**config.mk**
```make
export PLATFORM = sky130hd
export DESIGN_NAME = dmst_ctrl
export DESIGN_NICKNAME = d
export VERILOG_FILES = /design/src/design/dmst_pkg.sv /design/src/design/dmst_ctrl.sv
export SDC_FILE = /design/constraint.sdc
export NUM_CORES = 1
export LEC_CHECK = 0
export ABC_AREA = 1
export BUFFER_PORTS_ARGS = -buffer_cell sky130_fd_sc_hd__clkbuf_2
export CORE_AREA = 2 2 39 41
export DETAILED_ROUTE_END_ITERATION = 16
export DIE_AREA = 0 0 41 43
export MAX_ROUTING_LAYER = met4
export SETUP_SLACK_MARGIN = 0.5
export SLEW_MARGIN = 20
export SYNTH_ARGS = -nofsm -noshare
export SYNTH_HDL_FRONTEND = slang
export SYNTH_SLANG_ARGS = --single-unit
export TNS_END_PERCENT = 30
```
**constraint.sdc**
```tcl
create_clock -name clk -period 1.5 [get_ports clk]
set_input_delay 0.3 -clock clk [delete_from_list [all_inputs] [get_ports clk]]
set_output_delay 0.3 -clock clk [all_outputs]
set_load 0.01 [all_outputs]
```
**src/design/dmst_pkg.sv**
```systemverilog
// Shared types and constants for the direct-mapped search score table.
package dmst_pkg;

    localparam logic [1:0] CMD_PROBE  = 2'd0;
    localparam logic [1:0] CMD_RECORD = 2'd1;
    localparam logic [1:0] CMD_CLEAR  = 2'd2;

    localparam logic [1:0] KIND_EXACT = 2'd1;
    localparam logic [1:0] KIND_UPPER = 2'd2;
    localparam logic [1:0] KIND_LOWER = 2'd3;

    localparam logic signed [31:0] NO_SCORE  = 32'sd65535;
    localparam logic [31:0]        COUNT_MAX = 32'hFFFF_FFFF;

    typedef struct packed {
        logic [1:0]         command;
        logic [63:0]        position_key;
        logic signed [7:0]  search_depth;
        logic signed [31:0] lower_window;
        logic signed [31:0] upper_window;
        logic signed [31:0] new_score;
        logic [1:0]         new_bound_kind;
        logic signed [31:0] new_move;
        logic               keep_deeper;
    } req_t;

    typedef struct packed {
        logic               hit;
        logic signed [31:0] score;
        logic signed [31:0] stored_move;
        logic [31:0]        collisions;
    } rsp_t;

    typedef struct packed {
        logic [63:0]        key;
        logic signed [7:0]  depth;
        logic [1:0]         kind;
        logic signed [31:0] score;
        logic signed [31:0] move;
    } entry_t;

    // controller -> datapath
    typedef struct packed {
        logic capture;
        logic sweep_step;
        logic finish;
    } ctl_t;

    // datapath -> controller
    typedef struct packed {
        logic req_clear;
        logic sweep_last;
        logic out_free;
    } sts_t;

endpackage

```
**src/design/dmst_ctrl.sv**
```systemverilog
// Controller: reset clearing pass, request transfer, table sweep and result hand-off.
module dmst_ctrl (
    input  logic          clk,
    input  logic          rst_n,
    input  logic          req_valid,
    output logic          req_stall,
    output dmst_pkg::ctl_t ctl,
    input  dmst_pkg::sts_t sts
);
    import dmst_pkg::*;

    localparam logic [1:0] ST_INIT  = 2'd0;
    localparam logic [1:0] ST_IDLE  = 2'd1;
    localparam logic [1:0] ST_EVAL  = 2'd2;
    localparam logic [1:0] ST_SWEEP = 2'd3;

    logic [1:0] state_reg;
    logic [1:0] state_next;

    always_ff @(posedge clk or negedge rst_n)
    begin
        if (!rst_n)
        begin
            state_reg <= ST_INIT;
        end
        else
        begin
            state_reg <= state_next;
        end
    end

    always_comb
    begin
        state_next = state_reg;
        ctl        = '0;
        unique case (state_reg)
            ST_INIT:
            begin
                ctl.sweep_step = 1'b1;
                if (sts.sweep_last)
                begin
                    state_next = ST_IDLE;
                end
            end
            ST_IDLE:
            begin
                if (req_valid)
                begin
                    ctl.capture = 1'b1;
                    state_next  = sts.req_clear ? ST_SWEEP : ST_EVAL;
                end
            end
            ST_SWEEP:
            begin
                ctl.sweep_step = 1'b1;
                if (sts.sweep_last)
                begin
                    state_next = ST_EVAL;
                end
            end
            ST_EVAL:
            begin
                // wait for the result register to drain
                if (sts.out_free)
                begin
                    ctl.finish = 1'b1;
                    state_next = ST_IDLE;
                end
            end
        endcase
    end

    assign req_stall = (state_reg != ST_IDLE);

endmodule

```
==> results.sh, run 1 <==
export IMPL_rsz0062_at_grt="yes"
export IMPL_maxCapViolCount=0
export IMPL_p_total_uw=781
export IMPL_drtIter0Drc=9
export IMPL_die_h_um=43
export IMPL_period_needed_ns=1.40
export IMPL_cts_tree="done"
export IMPL_drc_errors=0
export IMPL_worst_pin_slew_ns=0.214
export IMPL_routed_wl_um=420
export IMPL_place_hpwl_um=308
export IMPL_grt_pass1_wl_um=703
export IMPL_fin_nets=59
export IMPL_grt_max_degree=7
export IMPL_cpPeakStageDelay_ns=0.39
export IMPL_start_util_pct=14.7
export IMPL_combPwrFrac_pct=70.7
export IMPL_p_per_area_mw_per_mm2=2120
export IMPL_cts_buffer_depth=2
export IMPL_clock_latency_ns=0.22
export IMPL_internal_power_uw=459
export IMPL_synth_seq_cells=2
export IMPL_clock_sinks=2
export IMPL_row_count=14
export IMPL_syn_nets=41
export IMPL_setup_tns_ns=0
export IMPL_syn_area_um2=204
export IMPL_yosys_warnings=0
export IMPL_ir_worst_vdd_uv=743
export IMPL_synth_seq_area_share_pct=24.5
export IMPL_crit_path_max_fanout=5
export IMPL_skew_ns=0.00261
export IMPL_gp_congestion=0.625
export IMPL_path_clk_slew_ns=0.03
export IMPL_crit_slowest_cell="dfrtp_1"
export IMPL_final_util_pct=26.6
export IMPL_hold_violations=0
export IMPL_vias=222
export IMPL_setup_viol=0
export IMPL_final_cells=63
export IMPL_final_cell_mix="10 x nand2_1, 7 x clkbuf_2, 5 x inv_2"
export IMPL_synth_top_area_cell="dfrtp_1"
export IMPL_antenna_found_initial=0
export IMPL_areaGrowthSynthToFinish_pct=80.4
export IMPL_finalCritPeriodShare_pct=93.4
export IMPL_critPathLaunchType="flop"
export IMPL_critPathLaunch="state_reg[0]"
export IMPL_grt_overflow=0
export IMPL_p_leak_uw=0.000219
export IMPL_switching_share_pct=41.3
export IMPL_max_slew_margin_rel_pct=85.7
export IMPL_synth_distinct_cells=9
export IMPL_hold_path_class="in -> async"
export IMPL_status="completed"
export IMPL_ant_nets=0
export IMPL_n_antenna_cell=0
export IMPL_fmax_mhz=714
export IMPL_path_class="reg -> out"
export IMPL_slew_viol_final=0
export IMPL_grt_util_all_layers_pct=6.28
export IMPL_avgViaCountPerCell=3.52
export IMPL_final_common_cell="nand2_1"
export IMPL_numCtsBuffers=3
export IMPL_crit_top_cell="buf_6"
export IMPL_critPathCaptureType="output pin"
export IMPL_htreeDepth=1
export IMPL_path_cells="buf_6 -> ha_4 -> nand2_2 -> inv_2 -> buf_6"
export IMPL_synth_area_per_cell_um2=6.58
export IMPL_first_pass_iters=4
export IMPL_wire_per_inst_um=6.67
export IMPL_critical_path_buf_inv_count=3
export IMPL_chipWidth_um=41
export IMPL_critPathArrivalTime_ns=1.10
export IMPL_port_buffers=9
export IMPL_dp_cells=56
export IMPL_cpLargestDelayFamily="flip-flops"
export IMPL_drive_gt1_share_pct=48.9
export IMPL_coreArea_mm2=0.00138
export IMPL_p_seq_share_pct=14.5
export IMPL_dieArea_mm2=0.00176
export IMPL_largest_register_ffs=2
export IMPL_p_sw_uw=323
export IMPL_io_pins=10
export IMPL_cts_root_buf="clkbuf_4"
export IMPL_synth_top_area_share_pct=24.5
export IMPL_synth_area_leaders="dfrtp_1 25%, ha_1 25%, nand2_1 20%"
export IMPL_power_frac_clock_pct=14.8
export IMPL_grt_pass1_vias=189
export IMPL_r2r_start="state_reg[1]"
export IMPL_syn_inst=31
export IMPL_required_ns=1.20
==> routing by layer <==
metal	up-vias	global-route usage [%]	wire length [um]
met3	0	4.71	40
met5	-	-	0
met4	0	2.00	0
met1	93	7.42	187
met2	7	8.13	192
li1	122	-	-
==> per-stage QoR <==
step / hold slack (ns) / cell area [um^2] / setup slack (ns)
3_5_place_dp: 0.0890 / 272 / 0.277
4_1_cts: 0.390 / 338 / 0.0873
6_report: 0.394 / 368 / 0.0996
2_1_floorplan: 0.00441 / 206 / 0.404
5_1_grt: 0.411 / 368 / 0.0370
3_3_place_gp: 0.0894 / 272 / 0.279
==> timing repair <==
| action | 4_1_cts | 5_1_grt |
|---|---|---|
| pin swaps | 0 | 2 |
| resized for setup | 5 | 7 |
| setup buffers | 1 | 2 |
| endpoints found under the hold margin | 2 | 0 |
| gates cloned | 0 | 0 |
| setup endpoints to repair | 6 | 6 |
| hold buffers | 1 | 0 |
==> final timing paths <==
kind / cells after the start / slack [ns] / to
max in group asynchronous: 2 / 1.01 / state_reg[0]
setup / recovery: 5 / 0.1 / ctl[2]
hold reg to reg: 2 / 0.55 / state_reg[1]
min in group clk: 5 / 0.46 / state_reg[0]
hold / removal: 2 / 0.39 / state_reg[1]
setup reg to reg: 6 / 0.22 / state_reg[0]
==> layout make-up <==
type	count	area, um^2
Fill cell	153	1020
Multi-Input combinational cell	20	148
Timing Repair Buffer	13	93.8
Sequential cell	2	50.0
Inverter	9	33.8
Clock buffer	3	22.5
Tap cell	16	20.0
==> Yosys cell counts <==
| master | count |
|---|---|
| nand2_1 | 11 |
| nand3_1 | 2 |
| o21ai_0 | 1 |
| inv_2 | 1 |
| or2_1 | 1 |
| ha_1 | 4 |
| dfrtp_1 | 2 |
| inv_1 | 8 |
| o21bai_1 | 1 |
==> kinds of logic (layout without fill, tap and decap cells) <==
family	count (synthesis)	in the layout	synth area share, %
fa+ha+maj	4	4	24.5
buf+inv	9	25	16.6
compound gates	2	2	6.13
simple gates	14	14	28.2
flops	2	2	24.5
==> power groups by stage <==
stage	Combinational [uW]	Clock (uW)	Sequential (uW)
after floorplan	253	0	108
final	552	116	113
after detailed placement	353	0	114
after global placement	358	0	113
after global routing	627	130	118
after CTS	443	123	112
No activity file was read; power rests on OpenSTA's default activity.
==> inputs of run 2 (changes only) <==
Settings changed: PLACE_DENSITY_LB_ADDON from default to 0.08.
==> run 2 against run 1 <==
Compared with the run above:
- cell count rose by 1.6%
- sequential share of layout area is 0.91 points lower
- routed wire length is 21% higher
- flip-flop and latch count unchanged
- worst hold slack worse by 0.0039 ns
- maximum frequency fell by 0.11%
- count of clock-buffer cells in the layout stayed put
- global-route usage rose by 2.1 points
- critical path type unchanged
- largest cell class unchanged
==> results.sh, run 2 (synthesis gave the netlist of run 1 again) <==
export IMPL_internal_power_uw=508
export IMPL_chipWidth_um=41
export IMPL_place_hpwl_um=366
export IMPL_reg2reg_depth=6
export IMPL_die_h_um=43
export IMPL_switching_share_pct=41.7
export IMPL_coreArea_mm2=0.00138
export IMPL_final_common_cell="nand2_1"
export IMPL_period_needed_ns=1.40
export IMPL_p_seq_share_pct=14.8
export IMPL_max_slew_margin_rel_pct=90.5
export IMPL_status="completed"
export IMPL_setup_viol=0
export IMPL_critPathArrivalTime_ns=1.10
export IMPL_clock_sinks=2
export IMPL_antenna_found_initial=0
export IMPL_cts_buffer_depth=2
export IMPL_hold_violations=0
export IMPL_path_clk_slew_ns=0.03
export IMPL_crit_path_max_fanout=3
export IMPL_p_sw_uw=363
export IMPL_grt_pass1_wl_um=910
export IMPL_drc_errors=0
export IMPL_start_util_pct=14.7
export IMPL_power_frac_clock_pct=13.7
export IMPL_grt_util_all_layers_pct=8.42
export IMPL_gp_congestion=0.663
export IMPL_critPathLaunchType="flop"
export IMPL_n_fill_cell=158
export IMPL_clock_latency_ns=0.23
export IMPL_n_antenna_cell=0
export IMPL_cts_root_buf="clkbuf_4"
export IMPL_required_ns=1.20
export IMPL_fmax_mhz=713
export IMPL_finalCritPeriodShare_pct=93.5
export IMPL_drive_gt1_share_pct=60.4
export IMPL_final_area_um2=404
export IMPL_maxCapViolCount=0
export IMPL_row_count=14
export IMPL_largest_register_ffs=2
export IMPL_path_class="reg -> out"
export IMPL_grt_pass1_vias=240
export IMPL_ant_nets=0
export IMPL_critPathCaptureType="output pin"
export IMPL_ir_worst_vdd_uv=770
export IMPL_vias=236
export IMPL_place_area_um2=272
export IMPL_htreeDepth=1
export IMPL_grt_max_degree=7
export IMPL_avgViaCountPerCell=3.69
export IMPL_numCtsBuffers=3
export IMPL_wire_per_inst_um=7.94
export IMPL_routed_wl_um=508
export IMPL_setup_tns_ns=0
export IMPL_combPwrFrac_pct=71.5
export IMPL_rsz0062_at_grt="yes"
export IMPL_final_cell_mix="9 x nand2_1, 6 x clkbuf_2, 5 x inv_2"
export IMPL_first_pass_iters=1
export IMPL_worst_pin_slew_ns=0.141
export IMPL_cts_tree="done"
export IMPL_dieArea_mm2=0.00176
export IMPL_fin_nets=60
export IMPL_slew_viol_final=0
export IMPL_port_buffers=9
export IMPL_skew_ns=0.00752
export IMPL_p_per_area_mw_per_mm2=2150
export IMPL_grt_overflow=0
export IMPL_io_pins=10
export IMPL_areaGrowthSynthToFinish_pct=98.2
export IMPL_drtIter0Drc=0
export IMPL_hold_path_class="in -> async"
export IMPL_p_leak_uw=0.000222
[run 2: worst paths after layout]
path                            slack, ns      endpoint         start
worst max-delay path                  0.1        ctl[0]  state_reg[1]
max in group asynchronous            0.99  state_reg[0]         rst_n
worst min-delay path                 0.39  state_reg[1]         rst_n
min in group clk                     0.44  state_reg[1]        sts[1]
worst max register to register       0.20  state_reg[0]  state_reg[0]
worst min register to register       0.64  state_reg[1]  state_reg[1]
[run 2: metal layers]
metal	part of all wire [%]	global-route usage, %	wire (um)	vias up
li1	-	-	-	125
met1	44	9.58	226	102
met2	49	10.6	250	9
met3	6.3	4.71	32	0
met4	0	6.00	0	0
met5	0	-	0	-
[run 2: critical path: stages, from the launching register on]
cell and delay [ns]:
dfrtp_1 0.40, buf_6 0.13, ha_4 0.15, nand2_2 0.05, inv_2 0.03, buf_6 0.10
[run 2: area by class of cell]
type	count	area, um^2	area share, %
well taps	16	20.0	4.95
multi-input cells	20	166	41.2
clock buffers	3	22.5	5.57
inverters	9	36.3	8.98
repair buffers	14	108	26.6
flip-flops and latches	2	51.3	12.7
[run 2: power groups by stage]
| stage | sequential [uW] | combinational, uW | clock, uW |
|---|---|---|---|
| after floorplan | 108 | 253 | 0 |
| after global placement | 117 | 365 | 0 |
| after detailed placement | 118 | 371 | 0 |
| after CTS | 124 | 443 | 122 |
| after global routing | 133 | 716 | 135 |
| final | 128 | 622 | 120 |
[run 2: metrics by stage]
stage	total power (uW)	worst slack (ns)	hold slack, ns	util [%]	instances
after CTS	689	0.0539	0.396	23.9	62
after global routing	984	0.0462	0.398	29.2	64
after global placement	482	0.267	0.0847	19.6	56
after detailed placement	489	0.249	0.0865	19.6	56
after floorplan	362	0.404	0.00441	-	31
final	870	0.0981	0.391	29.2	64
[run 2: timing repair]
action / CTS / global route
resized for setup: 4 / 17
hold buffers: 1 / 0
pin swaps: 0 / 3
endpoints found under the setup margin: 6 / 6
setup buffers: 2 / 2
endpoints found under the hold margin: 2 / 0
cloned: 0 / 0
==> inputs of run 3 (changes only) <==
Settings changed: CELL_PAD_IN_SITES_DETAIL_PLACEMENT from default to 1, CELL_PAD_IN_SITES_GLOBAL_PLACEMENT from default to 1.
Clock period 1.5 ns to 1.43 ns, I/O delays scaled along.
==> run 3 against run 2 <==
Compared with the run above:
- count of clock-buffer cells in the layout stayed put
- clock skew is 0.0054 ns lower
- combinational power is 15% higher
- cell count is 1.6% higher
- worst setup slack worse by 0.066 ns
- critical path depth stayed put
- critical path type unchanged
==> results.sh, run 3 (synthesis gave the netlist of run 1 again) <==
export IMPL_maxCapViolCount=0
export IMPL_htreeDepth=1
export IMPL_internal_power_uw=550
export IMPL_setup_viol=0
export IMPL_ant_nets=0
export IMPL_combPwrFrac_pct=74.2
export IMPL_port_buffers=9
export IMPL_top_layer="met3"
export IMPL_cts_root_buf="clkbuf_4"
export IMPL_chipWidth_um=41
export IMPL_first_pass_iters=2
export IMPL_cts_buffer_depth=2
export IMPL_path_clk_slew_ns=0.03
export IMPL_grt_pass1_wl_um=972
export IMPL_p_sw_uw=414
export IMPL_rsz0062_at_grt="yes"
export IMPL_status="completed"
export IMPL_required_ns=1.14
export IMPL_path_class="reg -> out"
export IMPL_largest_register_ffs=2
export IMPL_hold_path_class="in -> async"
export IMPL_p_per_area_mw_per_mm2=2250
export IMPL_drtIter0Drc=1
export IMPL_switching_share_pct=43.0
export IMPL_cts_tree="done"
export IMPL_clock_sinks=2
export IMPL_power_frac_clock_pct=13.0
export IMPL_slew_viol_final=0
export IMPL_place_hpwl_um=400
export IMPL_fin_nets=61
export IMPL_drc_errors=0
export IMPL_p_seq_share_pct=12.8
export IMPL_n_antenna_cell=0
export IMPL_finalCritPeriodShare_pct=97.8
export IMPL_wl_met1_um=199
export IMPL_final_cell_mix="7 x nand2_1, 6 x clkbuf_2, 5 x inv_2"
export IMPL_ir_worst_vdd_uv=952
export IMPL_clock_latency_ns=0.22
export IMPL_routed_wl_um=559
export IMPL_coreArea_mm2=0.00138
export IMPL_fmax_mhz=715
export IMPL_final_common_cell="nand2_1"
export IMPL_grt_util_all_layers_pct=9.14
export IMPL_worst_pin_slew_ns=0.143
export IMPL_hold_slack_ns=0.384
export IMPL_dr_wl_met3_um=23
export IMPL_n_fill_cell=172
export IMPL_start_util_pct=14.7
export IMPL_wire_per_inst_um=8.60
export IMPL_r2r_start="state_reg[0]"
export IMPL_grt_max_degree=5
export IMPL_skew_ns=0.00208
export IMPL_die_h_um=43
export IMPL_avgViaCountPerCell=3.75
export IMPL_hold_violations=0
export IMPL_setup_tns_ns=0
export IMPL_vias=244
export IMPL_critPathLaunch="state_reg[0]"
export IMPL_period_needed_ns=1.40
export IMPL_io_pins=10
export IMPL_areaGrowthSynthToFinish_pct=110
export IMPL_antenna_found_initial=0
export IMPL_numCtsBuffers=3
export IMPL_gp_congestion=0.727
export IMPL_p_leak_uw=0.000228
export IMPL_reg2reg_depth=6
export IMPL_critPathCaptureType="output pin"
export IMPL_max_slew_margin_rel_pct=90.5
export IMPL_critPathLaunchType="flop"
export IMPL_wl_met2_um=337
export IMPL_grt_pass1_vias=260
export IMPL_dieArea_mm2=0.00176
export IMPL_drive_gt1_share_pct=67.3
export IMPL_crit_path_max_fanout=4
export IMPL_row_count=14
export IMPL_critPathArrivalTime_ns=1.11
export IMPL_grt_overflow=0
run 3: changes by cell type in the layout (fill, tap and decap cells not counted), sizes merged:
| cell | previous run | this run |
|---|---|---|
| buf | 7 | 8 |
run 3: per-layer routing:
metal,track usage (%),vias up
met1,7.99,113
met4,10.0,0
met3,3.14,0
met5,-,-
li1,-,125
met2,13.4,6
run 3: cell type report:
| type | count | area, um^2 | area share [%] |
|---|---|---|---|
| Clock buffer | 3 | 22.5 | 5.25 |
| Inverter | 9 | 33.8 | 7.87 |
| Multi-Input combinational cell | 20 | 195 | 45.5 |
| Sequential cell | 2 | 51.3 | 12.0 |
| Tap cell | 16 | 20.0 | 4.66 |
| Timing Repair Buffer | 15 | 106 | 24.8 |
run 3: per-stage QoR:
stage | util, % | worst slack [ns] | instances | power (uW) | cell area [um^2]
5_1_grt | 31.0 | -0.0406 | 65 | 1080 | 429
4_1_cts | 26.3 | 0.0172 | 64 | 824 | 364
3_3_place_gp | 20.0 | 0.200 | 56 | 526 | 277
6_report | 31.0 | 0.0318 | 65 | 964 | 429
2_1_floorplan | - | 0.343 | 31 | 396 | 211
3_5_place_dp | 20.0 | 0.196 | 56 | 529 | 277
run 3: critical path, stage by stage, from the launching register on:
cell,delay [ns]
dfrtp_2,0.41
buf_6,0.12
ha_4,0.16
nand2_2,0.05
inv_2,0.03
buf_6,0.10
run 3: power by group through the flow:
| stage | registers, uW | logic (uW) | clock network (uW) |
|---|---|---|---|
| after floorplan | 115 | 281 | 0 |
| after global placement | 123 | 403 | 0 |
| after detailed placement | 123 | 405 | 0 |
| after CTS | 122 | 568 | 134 |
| after global routing | 132 | 801 | 145 |
| final | 124 | 715 | 125 |
run 3: repair_timing:
| item | in CTS | in global routing |
|---|---|---|
| endpoints found under the hold margin | 2 | 0 |
| endpoints found under the setup margin | 6 | 6 |
| hold buffers | 1 | 0 |
| setup buffers | 4 | 1 |
| pin swaps | 1 | 5 |
| gates resized for setup | 6 | 17 |
run 3: final timing paths:
path,slack (ns),to
max in group asynchronous,0.94,state_reg[0]
min in group clk,0.41,state_reg[0]
min,0.38,state_reg[0]
max reg2reg,0.14,state_reg[1]
min reg2reg,0.64,state_reg[0]
max,0.03,ctl[2]
